`config.mk`:
```
export PLATFORM = sky130hd
export DESIGN_NAME = egr_sqrt_cell
export DESIGN_NICKNAME = d
export VERILOG_FILES = /design/src/egr_pkg.sv /design/src/egr_sqrt_cell.sv
export SDC_FILE = /design/constraint.sdc
export NUM_CORES = 1
export LEC_CHECK = 0
export BUFFER_PORTS_ARGS = -buffer_cell sky130_fd_sc_hd__buf_2
export CORE_MARGIN = 5
export CORE_UTILIZATION = 30
export DETAILED_ROUTE_END_ITERATION = 10
export PLACE_DENSITY = 0.59
export SYNTH_ARGS = -nofsm -noshare
export SYNTH_HDL_FRONTEND = slang
export SYNTH_SLANG_ARGS = --single-unit
```
`constraint.sdc`:
```
create_clock -name i_clk -period 16.1 [get_ports i_clk]
set_input_delay 1.61 -clock i_clk [delete_from_list [all_inputs] [get_ports i_clk]]
set_output_delay 1.61 -clock i_clk [all_outputs]
set_load 0.02 [all_outputs]
```
`src/egr_pkg.sv`:
```
// Shared types, constants and the exp factor table for the elliptical Gaussian ring pixel block.
`timescale 1ns / 1ps
`default_nettype none

package egr_pkg;

    localparam int SQ_STEPS = 31;
    localparam int EXP_BITS = 21;

    localparam logic [2:0] REG_CENTRE_X    = 3'd0;
    localparam logic [2:0] REG_CENTRE_Y    = 3'd1;
    localparam logic [2:0] REG_COS_ANGLE   = 3'd2;
    localparam logic [2:0] REG_SIN_ANGLE   = 3'd3;
    localparam logic [2:0] REG_INV_AXIS    = 3'd4;
    localparam logic [2:0] REG_AMPLITUDE   = 3'd5;
    localparam logic [2:0] REG_RING_RADIUS = 3'd6;
    localparam logic [2:0] REG_INV_TWO_SIG = 3'd7;

    localparam logic [31:0] ONE_Q31 = 32'h8000_0000;

    // square-root cell word: remainder and partial root
    typedef struct packed {
        logic        vld;
        logic [61:0] v;
        logic [61:0] res;
    } t_sq;

    // exp cell word: exponent bits, underflow flag, running product
    typedef struct packed {
        logic        vld;
        logic        zero;
        logic [20:0] e;
        logic [31:0] p;
    } t_ex;

    typedef logic [EXP_BITS-1:0][31:0] t_exp_tab;

    function automatic logic [63:0] isqrt64(input logic [63:0] val);
        logic [63:0] v;
        logic [63:0] res;
        logic [63:0] b;
        v   = val;
        res = 64'd0;
        b   = 64'd1 << 62;
        for (int i = 0; i < 32; i++) begin
            if (v >= res + b) begin
                v   = v - (res + b);
                res = (res >> 1) + b;
            end else begin
                res = res >> 1;
            end
            b = b >> 2;
        end
        return res;
    endfunction

    // exp(-2^(k-16)) in Q.31
    function automatic t_exp_tab build_exp_tab();
        t_exp_tab    t;
        logic [63:0] w;
        t = '0;
        t[16] = 32'd790015084;
        for (int k = 15; k >= 0; k--) begin
            w    = isqrt64({32'd0, t[k+1]} << 31);
            t[k] = w[31:0];
        end
        for (int k = 17; k < EXP_BITS; k++) begin
            w    = ({32'd0, t[k-1]} * {32'd0, t[k-1]} + (64'd1 << 30)) >> 31;
            t[k] = w[31:0];
        end
        return t;
    endfunction

    localparam t_exp_tab EXP_TAB = build_exp_tab();

endpackage

`default_nettype wire

```
`src/egr_sqrt_cell.sv`:
```
// One restoring square-root cell: resolves one root bit per stage.
`timescale 1ns / 1ps
`default_nettype none

module egr_sqrt_cell import egr_pkg::*; (
    input  wire logic       i_clk,
    input  wire logic       i_rst_n,
    input  wire logic       i_en,
    input  wire logic [4:0] i_step,
    input  wire t_sq        i_d,
    output t_sq             o_q
);

    logic        r_vld;
    logic [61:0] r_v;
    logic [61:0] r_res;
    logic [5:0]  sh;
    logic [61:0] b;
    logic [61:0] trial;
    logic [61:0] n_v;
    logic [61:0] n_res;

    always_comb begin
        sh    = 6'd60 - {i_step, 1'b0};
        b     = 62'd1 << sh;
        trial = i_d.res + b;
        if (i_d.v >= trial) begin
            n_v   = i_d.v - trial;
            n_res = (i_d.res >> 1) + b;
        end else begin
            n_v   = i_d.v;
            n_res = i_d.res >> 1;
        end
    end

    always_ff @(posedge i_clk) begin
        if (!i_rst_n) begin
            r_vld <= 1'b0;
        end else if (i_en) begin
            r_vld <= i_d.vld;
        end
    end

    always_ff @(posedge i_clk) begin
        if (i_en) begin
            r_v   <= n_v;
            r_res <= n_res;
        end
    end

    assign o_q = '{vld: r_vld, v: r_v, res: r_res};

endmodule

`default_nettype wire

```
-- After elaboration in Yosys (flattened, before gate mapping)
Index checks and enable logic that the tools add are counted.
- register bits: 125
- bits in latches: 0
- RAM bits: 0
- bits in read-only memories: 0
- bits of input ports: 133
- output and inout port bits: 125
- memories: 0
- add/sub/neg operators: 4
- $mul: 0
- div/mod/pow operators: 0
- magnitude comparators: 1
- eq/ne operators: 0
- shifts and indexed selects: 1
- muxes and demuxes: 2
- bitwise operators: 0
- reduce and logical (&&, ||, !) cells: 0
- operators by type and width (cell ; number):
    $add A61 B62 Y62 ; 1
    $add A62 B62 Y62 ; 1
    $ge A62 B62 Y1 ; 1
    $mux W62 ; 1
    $shl A1 B6 Y62 const A ; 1
    $sub A62 B62 Y62 ; 1
    $mux W61 ; 1
    $sub A6 B6 Y6 const A ; 1

-- Depth between registers and ports, before layout
- word-level depth: 5
- depth in mapped cells: 32

-- Least setup slack after synthesis
Ideal clock, no wire load.
- path kind: input to register
- start: input port i_step[1]
- end: register r_res[24] (data pin)
- setup time: 0.270 ns
- data arrival time: 7.139 ns
- data required time: 15.830 ns
- slack: 8.692 ns
- stages: 31
- path through: buf_6 -> and2_1 -> ha_1 -> nor2_1 -> nand2_1 -> nor2_1 -> ha_1 -> ha_1 -> nor2_1 -> o31ai_1 -> a211oi_1 -> o21ai_1 -> a21oi_1 -> o41ai_2 -> a21oi_2 -> o41ai_4 -> a22oi_2 -> xor2_1 -> ha_1 -> and3_1 -> nand4_1 -> nor2_1 -> nand2_1 -> and4b_1 -> a221oi_1 -> o21a_1 -> o31a_1 -> buf_2 -> clkbuf_1 -> nor2_1 -> xor2_1
- cells in the longest elaborated chain, start to end: 5
- elaborated cells on any way between the ends: 6
- RTL lines (what ; line ; text):
    from (decl) ; egr_sqrt_cell.sv:9 ; input wire logic [4:0] i_step,
    $sub A6 B6 Y6 (*) ; egr_sqrt_cell.sv:24 ; sh = 6'd60 - {i_step, 1'b0};
    $shl A1 B6 Y62 (*) ; egr_sqrt_cell.sv:25 ; b = 62'd1 << sh;
    $add A62 B62 Y62 ; egr_sqrt_cell.sv:26 ; trial = i_d.res + b;
    $ge A62 B62 Y1 ; egr_sqrt_cell.sv:27 ; if (i_d.v >= trial) begin
    $mux W61 (*) ; egr_sqrt_cell.sv:27 ;
    via n_res[24] ; egr_sqrt_cell.sv:21 ; logic [61:0] n_res;
    to (signal assigned) ; egr_sqrt_cell.sv:47 ; r_res <= n_res;
    to (decl) ; egr_sqrt_cell.sv:16 ; logic [61:0] r_res;
Mark *: on every way through the listed nets, which the timed path passes. The rest lies on a longest branch.
A chain may end at the register's enable or synchronous reset.

-- Final worst setup path
- start: input port i_step[1]
- end: register r_res[35] (data pin)
The elaborated chain is that of the path after synthesis.

==> impl_metrics.py <==
metrics = {
    "timing": {
        "fmax_mhz": 100,
        "setup_violations": 0,
        "finalSetupTns_ns": 0,
        "holdWs_ns": 0.512,
        "fin_ws_ns": 6.15,
        "grt_setup_unrepaired": "false",
        "worstMarginPinSlew_ns": 1.11,
        "slew_viol_final": 0,
        "fin_crit_ns": 9.95,
        "fin_crit_sh_pct": 61.8,
        "relSlewSlack_pct": 24.2,
        "final-hold-violation-count": 0,
        "clock_skew_ns": 0,
    },
    "finish": {
        "final_common_cell": "buf_2",
        "syn_to_final_growth_pct": 16.5,
        "fin_util_pct": 35.2,
        "final_cells": 2617,
        "nets": 2222,
        "final_cell_mix": "buf_2, nand2_1, nor2_1",
        "drive_above_1_share_pct": 18.0,
    },
    "synthesis": {
        "synth_area_leaders": "edfxtp_1, ha_1, xnor2_1",
        "synth_top_cell_by_area": "edfxtp_1",
        "ys_async_sr_fraction_pct": 0,
        "synth_nets": 2032,
        "synth-edff-count": 124,
        "synth-main-ff-cell": "edfxtp_1",
        "synth_cell_types": 103,
        "syn_avg_cell_area_sq_um": 8.05,
        "synth_top_area_share_pct": 25.8,
        "synth-seq-cells": 125,
        "yosysSeqAreaShare_pct": 26.0,
        "ys_warn_count": 0,
        "syn_area_sq_um": 14400,
        "synthCells": 1790,
    },
    "floorplan": {
        "rows": 80,
        "core-area_sq_um": 47600,
        "ios": 258,
        "start_util_pct": 30.3,
        "floorplan.die.height_um": 229,
        "die_area_sq_um": 52500,
        "die_w_um": 229,
    },
    "setup_path": {
        "cp_num_buf_inv": 3,
        "critPathMaxStageDelay_ns": 0.85,
        "cpMaxStageDelayCell": "o31ai_4",
        "cp_max_fo": 55,
        "arrival_ns": 10.16,
        "end_kind": "register",
        "cp-start-kind": "input port",
        "path_class": "input port to register",
        "path_delay_family": "compound AO/OA/AOI/OAI gates",
        "worstPathRequired_ns": 16.31,
    },
    "placed_design": {
        "dp.cells": 2576,
        "hpwl_um": 44500,
        "port_buffers": 257,
        "place_ws_ns": 5.79,
        "gpl.final_weighted_congestion": 0.938,
    },
    "route": {
        "route.vias.total": 14384,
        "detail_route.vias_per_cell": 5.50,
        "ant_nets": 0,
        "routed_wl_um": 55000,
        "drtIter0Drc": 1331,
        "wl_per_cell_um": 21.0,
        "first_pass_iters": 8,
        "post-route-drc-count": 0,
    },
    "power": {
        "swShare_pct": 37.6,
        "comb_power_share_pct": 36.2,
        "switchingPower_mw": 0.517,
        "power_frac_seq_pct": 31.1,
        "clockPowerShare_pct": 32.8,
        "internal_power_mw": 0.859,
        "p_leak_nw": 6.86,
        "powerDensity_nw_per_um2": 82.0,
        "vdd_ir_drop_max_mv": 0.0557,
    },
    "cts": {
        "worstSkewPairLatency_ns": 0.47,
        "clockRootBuffer": "clkbuf_16",
        "ctsHoldBuffers": 0,
        "htree_num_levels": 4,
        "cts_inserted_buffers": 17,
        "cts_sinks": 125,
        "post_cts_resized": 0,
        "cts_tree": "done",
        "postCtsSetupBuffers": 0,
        "cts_buffer_depth": 2,
        "clkTransAtPathRegs_ns": 0.06,
    },
    "global_routing": {
        "grt-ovfl-total": 0,
        "grt_pass1_wl_um": 83600,
        "first_global_vias": 13852,
        "grt_max_degree": 73,
        "antenna_found_initial": 13,
        "grtUsageTotal_pct": 20.1,
    },
    "hold_path": {
        "hold_path_class": "register to register",
    },
    "run_status": {
        "outcome": "complete, no violations",
    },
    "job": {
        "cap_violations": 0,
    },
}
==> worst paths after layout <==
| kind | startpoint | depth (start not counted) | to | slack [ns] |
|---|---|---|---|---|
| worst min-delay path | r_vld$_SDFFE_PN0P_ | 2 | r_vld$_SDFFE_PN0P_ | 0.51 |
| worst max register to register | r_vld$_SDFFE_PN0P_ | 2 | r_vld$_SDFFE_PN0P_ | 15.52 |
| worst min register to register | r_vld$_SDFFE_PN0P_ | 2 | r_vld$_SDFFE_PN0P_ | 0.51 |
| worst max-delay path | i_step[1] | 29 | r_res[35]$_DFFE_PP_ | 6.15 |
==> through the flow <==
step | total power, mW | cell area (sq um)
final | 1.38 | 16800
after global routing | 1.45 | 16800
after CTS | 1.39 | 16800
after detailed placement | 0.927 | 16100
after global placement | 0.928 | 16100
after floorplan | 0.762 | 14400
==> cell usage after synthesis (all sizes together) (23+ instances only) <==
master	instances
nand2	206
nor2	177
a21oi	166
edfxtp	124
o21ai	117
xnor2	110
ha	108
xor2	69
clkbuf	61
a31oi	53
a21o	51
inv	51
nand3	44
nor3	37
nand4	33
o21bai	32
and2	29
buf	29
and3	26
o21a	23
==> tightest hold or removal path, delay by kind of cell, from the launching register on <==
family	cells	cell delay [ns]
flip-flops	1	0.32
AND/OR/NAND/NOR	1	0.09
multiplexers	1	0.06
==> power groups by stage <==
stage / clock (mW) / combinational, mW / sequential, mW
2_1_floorplan: 0 / 0.278 / 0.484
4_1_cts: 0.462 / 0.495 / 0.429
3_3_place_gp: 0 / 0.493 / 0.435
5_1_grt: 0.475 / 0.542 / 0.432
3_5_place_dp: 0 / 0.492 / 0.435
6_report: 0.451 / 0.498 / 0.428
==> cell type report <==
class                           count  area [sq um]
Antenna cell                        9          22.5
Fill cell                        5086         30900
Clock inverter                     15           234
Sequential cell                   125          3740
Clock buffer                       17           425
Inverter                           51           191
Timing Repair Buffer              261          1320
Multi-Input combinational cell   1524         10100
Tap cell                          615           769
==> sequential cells by signal (all words and copies together), names as in the netlist <==
| signal | cells |
|---|---|
| r_res | 62 |
| r_v | 62 |
| r_vld | 1 |
==> logic make-up after synthesis <==
logic type,count (synthesis),synth area share (%)
flops,125,26.0
mux,13,1.18
compound gates,580,26.3
buf+inv,141,4.19
fa+ha+maj,117,10.1
xor+xnor,179,10.9
simple gates,635,21.4
==> layer usage <==
layer	up-vias	GRT usage [%]	wire length [um]
met2	524	31.8	24800
met3	74	3.55	3430
met1	6776	27.8	25300
met5	-	0	52
met4	8	6.93	1350
li1	7002	-	-
Power figures use the tool's default switching activity.
