### src/egr_pkg.sv
// Shared types, constants and the exp factor table for the elliptical Gaussian ring pixel block.
`timescale 1ns / 1ps
`default_nettype none

package egr_pkg;

    localparam int SQ_STEPS = 31;
    localparam int EXP_BITS = 21;

    localparam logic [2:0] REG_CENTRE_X    = 3'd0;
    localparam logic [2:0] REG_CENTRE_Y    = 3'd1;
    localparam logic [2:0] REG_COS_ANGLE   = 3'd2;
    localparam logic [2:0] REG_SIN_ANGLE   = 3'd3;
    localparam logic [2:0] REG_INV_AXIS    = 3'd4;
    localparam logic [2:0] REG_AMPLITUDE   = 3'd5;
    localparam logic [2:0] REG_RING_RADIUS = 3'd6;
    localparam logic [2:0] REG_INV_TWO_SIG = 3'd7;

    localparam logic [31:0] ONE_Q31 = 32'h8000_0000;

    // square-root cell word: remainder and partial root
    typedef struct packed {
        logic        vld;
        logic [61:0] v;
        logic [61:0] res;
    } t_sq;

    // exp cell word: exponent bits, underflow flag, running product
    typedef struct packed {
        logic        vld;
        logic        zero;
        logic [20:0] e;
        logic [31:0] p;
    } t_ex;

    typedef logic [EXP_BITS-1:0][31:0] t_exp_tab;

    function automatic logic [63:0] isqrt64(input logic [63:0] val);
        logic [63:0] v;
        logic [63:0] res;
        logic [63:0] b;
        v   = val;
        res = 64'd0;
        b   = 64'd1 << 62;
        for (int i = 0; i < 32; i++) begin
            if (v >= res + b) begin
                v   = v - (res + b);
                res = (res >> 1) + b;
            end else begin
                res = res >> 1;
            end
            b = b >> 2;
        end
        return res;
    endfunction

    // exp(-2^(k-16)) in Q.31
    function automatic t_exp_tab build_exp_tab();
        t_exp_tab    t;
        logic [63:0] w;
        t = '0;
        t[16] = 32'd790015084;
        for (int k = 15; k >= 0; k--) begin
            w    = isqrt64({32'd0, t[k+1]} << 31);
            t[k] = w[31:0];
        end
        for (int k = 17; k < EXP_BITS; k++) begin
            w    = ({32'd0, t[k-1]} * {32'd0, t[k-1]} + (64'd1 << 30)) >> 31;
            t[k] = w[31:0];
        end
        return t;
    endfunction

    localparam t_exp_tab EXP_TAB = build_exp_tab();

endpackage

`default_nettype wire

### src/egr_exp_cell.sv
// One exp cell: multiplies in the table factor for one exponent bit.
`timescale 1ns / 1ps
`default_nettype none

module egr_exp_cell import egr_pkg::*; (
    input  wire logic       i_clk,
    input  wire logic       i_rst_n,
    input  wire logic       i_en,
    input  wire logic [4:0] i_k,
    input  wire t_ex        i_d,
    output t_ex             o_q
);

    logic        r_vld;
    logic        r_zero;
    logic [20:0] r_e;
    logic [31:0] r_p;
    logic [31:0] fac;
    logic [63:0] prod;
    logic [31:0] n_p;

    always_comb begin
        fac  = EXP_TAB[i_k];
        prod = 64'(i_d.p) * 64'(fac) + (64'd1 << 30);
        n_p  = i_d.e[i_k] ? prod[62:31] : i_d.p;
    end

    always_ff @(posedge i_clk) begin
        if (!i_rst_n) begin
            r_vld <= 1'b0;
        end else if (i_en) begin
            r_vld <= i_d.vld;
        end
    end

    always_ff @(posedge i_clk) begin
        if (i_en) begin
            r_zero <= i_d.zero;
            r_e    <= i_d.e;
            r_p    <= n_p;
        end
    end

    assign o_q = '{vld: r_vld, zero: r_zero, e: r_e, p: r_p};

endmodule

`default_nettype wire

### config.mk
export PLATFORM = sky130hd
export DESIGN_NAME = egr_exp_cell
export DESIGN_NICKNAME = d
export VERILOG_FILES = /design/src/egr_pkg.sv /design/src/egr_exp_cell.sv
export SDC_FILE = /design/constraint.sdc
export NUM_CORES = 2
export LEC_CHECK = 0
export BUFFER_PORTS_ARGS = -buffer_cell sky130_fd_sc_hd__buf_2
export CORE_MARGIN = 2
export CORE_UTILIZATION = 30
export CTS_CLUSTER_DIAMETER = 80
export DETAILED_ROUTE_END_ITERATION = 10
export HOLD_SLACK_MARGIN = 0.03
export PLACE_DENSITY = 0.49
export SYNTH_ARGS = -nofsm -noshare
export SYNTH_HDL_FRONTEND = slang
export SYNTH_SLANG_ARGS = --single-unit
export TNS_END_PERCENT = 10
### constraint.sdc
create_clock -name i_clk -period 16.4 [get_ports i_clk]
set_clock_uncertainty 0.1 [all_clocks]
set_input_delay 1.64 -clock i_clk [delete_from_list [all_inputs] [get_ports i_clk]]
set_output_delay 1.64 -clock i_clk [all_outputs]
set_load 0.03 [all_outputs]
## Word level (Yosys, flattened, before mapping)

Memory sizes are Yosys's and may differ from the RTL's.
Index checks and enable logic that the tools add are counted.

| word-level totals | value |
|---|---|
| bits in registers | 55 |
| bits in read-only memories | 1024 |
| output and inout port bits | 55 |
| memories kept | 1 |

| operators by class | value |
|---|---|
| add/sub/neg operators | 1 |
| $mul | 1 |
| $lt $le $gt $ge | 1 |
| mux-type cells | 4 |

Memory list:

| memory | depth | bits a word | rd ports | clocked after memory_dff | wr ports | line | RTL |
|---|---|---|---|---|---|---|---|
| (no name shown) | 32 | 32 | 1 | 0 | 0 | egr_exp_cell.sv:23 | `fac = EXP_TAB[i_k];` |

Operators with widths:

| cell | count |
|---|---|
| two-way mux 32 bit | 2 |
| adder 63 x 31 -> 63 bit, second input constant | 1 |
| multiplier 32 x 32 -> 63 bit | 1 |
| < comparator 5 x 6 -> 1 bit, second input constant | 1 |
| binary-select mux 1 bit (select 5 bit) | 1 |
| two-way mux 1 bit | 1 |

## Depth between registers and ports, before layout

| depth | value |
|---|---|
| word-level depth | 5 |
| depth in mapped cells | 36 |

## Worst setup path before layout

Ideal clock, no wire load.

| timing path | value |
|---|---|
| path type | input-to-reg |
| start point | input port i_k[2] |
| end point | register r_p[22], data pin |
| library setup time | 265 ps |
| arrival | 9672 ps |
| data required time | 16035 ps |
| setup slack | 6362 ps |
| stages | 30 |
| buffers on the path | 4 |
| cell sequence | buf_6 > inv_1 > clkbuf_1 > clkbuf_1 > ha_1 > nor2_1 > a311oi_1 > clkbuf_1 > and2_1 > fa_1 > fa_1 > inv_1 > fa_1 > fa_1 > fa_1 > inv_1 > fa_1 > fa_1 > fa_1 > ha_1 > nand2_1 > o21ai_1 > o21ai_0 > a2111oi_0 > o21ai_2 > a22oi_4 > a31o_4 > a21oi_2 > and4b_1 > or3_1 |

| on the way | value |
|---|---|
| longest elaborated chain between the ends | 5 |
| elaborated cells on any way between the ends | 7 |
| those cells by class | add/sub (1); mul (1); mux (4); memory (1) |

Ends and longest elaborated chain:

| item | line | RTL |
|---|---|---|
| start: declaration | egr_exp_cell.sv:9 | `input wire logic [4:0] i_k,` |
| memory read (32 x 32 bit) | - |  |
| two-way mux 32 bit (implied by the code) | egr_exp_cell.sv:23 |  |
| multiplier 32 x 32 -> 63 bit | egr_exp_cell.sv:24 | `prod = 64'(i_d.p) * 64'(fac) + (64'd1 << 30);` |
| adder 63 x 31 -> 63 bit | egr_exp_cell.sv:24 |  |
| two-way mux 32 bit (*) | egr_exp_cell.sv:25 | `n_p = i_d.e[i_k] ? prod[62:31] : i_d.p;` |
| net n_p[22] | egr_exp_cell.sv:20 | `logic [31:0] n_p;` |
| end signal: assignment | egr_exp_cell.sv:40 | `r_p <= n_p;` |
| end: declaration | egr_exp_cell.sv:17 | `logic [31:0] r_p;` |

The timed path passes the listed nets; every way through them passes the cells marked *. The select of a mux whose other input is x is not followed.
A chain may end at the register's enable or synchronous reset.

## Worst setup path in the final report

Same ends and word-level chain as after synthesis.

==> summary.md <==
The net count reported at finish was 5058; the relative slew slack was 0.246. The tools report the capturing element type of the critical path as a register. For the worst flop-to-flop path, the logic depth is 2.

After synthesis, the mean cell area works out to 9.27 µm². The pre-antenna-repair detailed-routing pass consisted of 5 iterations. The tools report the cell area after synthesis as 35600 µm². STA classifies the critical path startpoint as a primary input. Yosys mapped a number of flops with a built-in enable equal to 54. The clock input transition at the sequential cells of the worst setup and hold paths came out at 0.11 ns. The run gives 78 as the count of cell types in the netlist. The count of hold-fix buffers inserted at cts came out at 0. The share of the synthesized netlist area taken by xor and xnor gates is 0.00787, and the data required time at the worst endpoint is 16.42 ns.

The final layout contains routed wiring with a total length of 113 mm. The number of violations reported at the end of detailed-routing iteration 0 came out at 1595. The number of buffer cells added on primary ports was 117. The floorplan step defined a die boundary enclosing 122000 µm².

For the starting utilization of the core area, the log shows 0.302. Warning count from the yosys run: 0. The number of global-route vias before repair is 28300, and the sequential cell area fraction in the yosys report is 0.0461.

The clock reaches the later pin of the worst-skew pair after 0.36 ns. For the post-route setup TNS, the log shows 0 ns. Setup repair after global routing left no endpoint under its margin. The worst register-to-register path ends at r_vld. The filler cells instantiated in the layout total 12500. The most used flip-flop cell after synthesis is edfxtp_1. Summing all non-filler instances in the final layout gives an area of 38100 µm². The flow ran to the end, and the final reports show no timing, DRC or antenna violations.

Once placement finished, the instance area stood at 38000 µm². The global-route usage over all layers was 0.193; the die extent in y was 349 µm. Across the run, the number of max-cap violations was 0. The tools report the area taken by flip-flops and latches as 1640 µm². For hold timing, the worst endpoint is r_vld. The logs give 176 mm for the wire length of the first global-routing pass and 0 for the DRC violation count after routing.

The post-synthesis adder-cell area fraction is 0.598. The logs give 4.66 ns for the pre-CTS setup slack and 15.70 ns for the setup slack of the worst register-to-register path. The critical path contains buffers and inverters numbering 6 combined. The growth of design area from synthesis to finish was 7.01%. The top cell types in the final layout, fill and taps aside, are inv_1, fa_1, and2_1, nand2_1, ha_1. The largest net degree at the start of global routing came out at 56. The worst hold slack after final layout came out at 0.438 ns. Share of synthesized cell area in and, or, nand and nor gates: 0.175. Once the clock tree was built, the resizer swapped 0 gates to a different size. In this run the deepest clock path goes through 2 buffers.

The tools report the launch instance of the worst min-delay path as r_vld. At the worst endpoint, the arrival time is 11.53 ns. The worst hold path belongs to the class register to register. Leaving out fill and tap cells, the most frequent cell in the layout is inv_1. Post-CTS timing repair inserted 0 buffers for setup. Derived from the worst setup path, the maximum achievable clock frequency is 86.9 MHz. The async set-reset flop share out of synthesis is 0.

The initial antenna violation count was 13. The final critical-path share of the clock period was 0.702. For the clock sink count, the log shows 55.

The share of cells above drive strength 1 works out to 0.0614. Setup violations remaining at the end of the flow were counted as 0. The mux cell area share after synthesis is 0.00569, and the final worst-path setup slack is 4.89 ns. The average detailed-routed wire length per instance is 21.1 µm, and the worst-path maximum fanout is 37. The overall via count from detail_route came out at 25600.

The number of cells on the worst hold path works out to 2. The core region is 118000 µm². Summing all multi-input logic gate instances after layout gives 30000 µm². The critical path start-end classification is primary input to register. Clock tree synthesis inserted a total of 5 buffers.

Routability-driven placement finished with a final weighted congestion of 0.852. The post-detailed-placement half-perimeter wirelength was 79.8 mm. Master cell of the clock root buffer: clkbuf_16.

The post-synthesis compound-gate area fraction came out at 0.0491. Synthesis produced a netlist with a net count of 5090. The actual slew at the worst max-slew pin works out to 1.13 ns.

H-tree depth: 2. The remaining global-route overflow came out at 0. Using the TritonRoute via totals, the vias-per-cell ratio works out to 4.78. Dominant combinational cell family by area after synthesis: adder cells. The die is 349 µm wide.

Top-level I/O count: 118. Library cell appearing most often on the critical path: fa_1. The number of instances in the synthesized netlist came out at 3844. On the critical path the largest part of the delay comes from adder cells. The cell type of the slowest stage on the worst timing path was buf_2.

The stage delay of the slowest cell on the critical path was 0.59 ns. The tools report the number of nets with antenna violations after routing as 0. Time the final worst path needs with I/O delays and setup: 11.51 ns. TritonCTS built the clock tree.

In this run the core area contains 126 standard-cell rows. The tools report the final-report max-slew violation count as 0. The tools report the beginning of the worst register-to-register path as r_vld. The synthesized flop and latch total was 55. The tools report the final hold violation count as 0.
[synthesized netlist by cell type (8+ instances only)]
| cell type | n | area, µm² |
|---|---|---|
| a211oi_1 | 8 | 60.1 |
| a21o_1 | 34 | 255 |
| a21oi_1 | 89 | 445 |
| a31oi_1 | 9 | 56.3 |
| and2_1 | 495 | 3100 |
| and3_1 | 9 | 56.3 |
| clkbuf_1 | 205 | 769 |
| edfxtp_1 | 54 | 1620 |
| fa_1 | 867 | 17400 |
| ha_1 | 316 | 3950 |
| inv_1 | 895 | 3360 |
| mux2i_1 | 9 | 90.1 |
| nand2_1 | 394 | 1480 |
| nand2b_1 | 9 | 56.3 |
| nand3_1 | 14 | 70.1 |
| nand4_1 | 12 | 75.1 |
| nor2_1 | 62 | 233 |
| nor2b_1 | 157 | 982 |
| nor3_1 | 11 | 55.1 |
| o21a_1 | 8 | 60.1 |
| o21ai_0 | 37 | 185 |
| o21ai_1 | 10 | 50.1 |
| o21bai_1 | 10 | 75.1 |
| xnor2_1 | 19 | 166 |
| xor2_1 | 13 | 114 |
[how the worst max path moves through the flow]
stage | from | endpoint | depth (start not counted)
detailed placement | i_k[2] | r_p[22] | 31
floorplan | i_k[2] | r_p[22] | 30
global placement | i_k[2] | r_p[22] | 31
global route | i_k[2] | r_p[22] | 29
finish | i_k[2] | r_p[22] | 31
CTS | i_k[2] | r_p[22] | 31
[worst min-delay path: cells and delay by family (launching register included)]
kind	cells	cell delay, ns
multiplexers	1	0.12
AND/OR/NAND/NOR	1	0.05
flip-flops	1	0.33
[final cells by class]
| cell class | count | share of cell area |
|---|---|---|
| diodes | 3 | 0.000197 |
| clock buffers | 5 | 0.00328 |
| clock inverters | 3 | 0.000886 |
| inverters | 896 | 0.0882 |
| multi-input cells | 2675 | 0.786 |
| flip-flops and latches | 55 | 0.0431 |
| well taps | 1536 | 0.0504 |
| repair buffers | 179 | 0.0276 |
[cells by family after synthesis]
family,Yosys count
muxes,15
AOI/OAI and AO/OA,263
buffers and inverters,1114
DFF,55
xor gates and xnor gates,32
and+or+nand+nor,1182
adders and majority gates,1183
[state kept, by name, summed over array words and instances, names as in the netlist]
register / cells
r_p: 32
r_zero: 1
r_vld: 1
r_e: 21
[per-stage QoR]
stage          utilization  cells
2_1_floorplan            -   3844
3_3_place_gp         0.322   5341
3_5_place_dp         0.322   5341
4_1_cts              0.323   5349
5_1_grt              0.323   5350
6_report             0.323   5352
[per-layer routing]
layer / routed length (µm) / track usage / share of wire
met1: 49900 / 0.262 / 0.44
met2: 55600 / 0.334 / 0.49
met5: 0 / 0 / 0
met4: 2590 / 0.0387 / 0.023
met3: 5050 / 0.0179 / 0.045
Power is not shown: default switching activity piles up to over one toggle a cycle in this logic, so the estimate is an artifact.
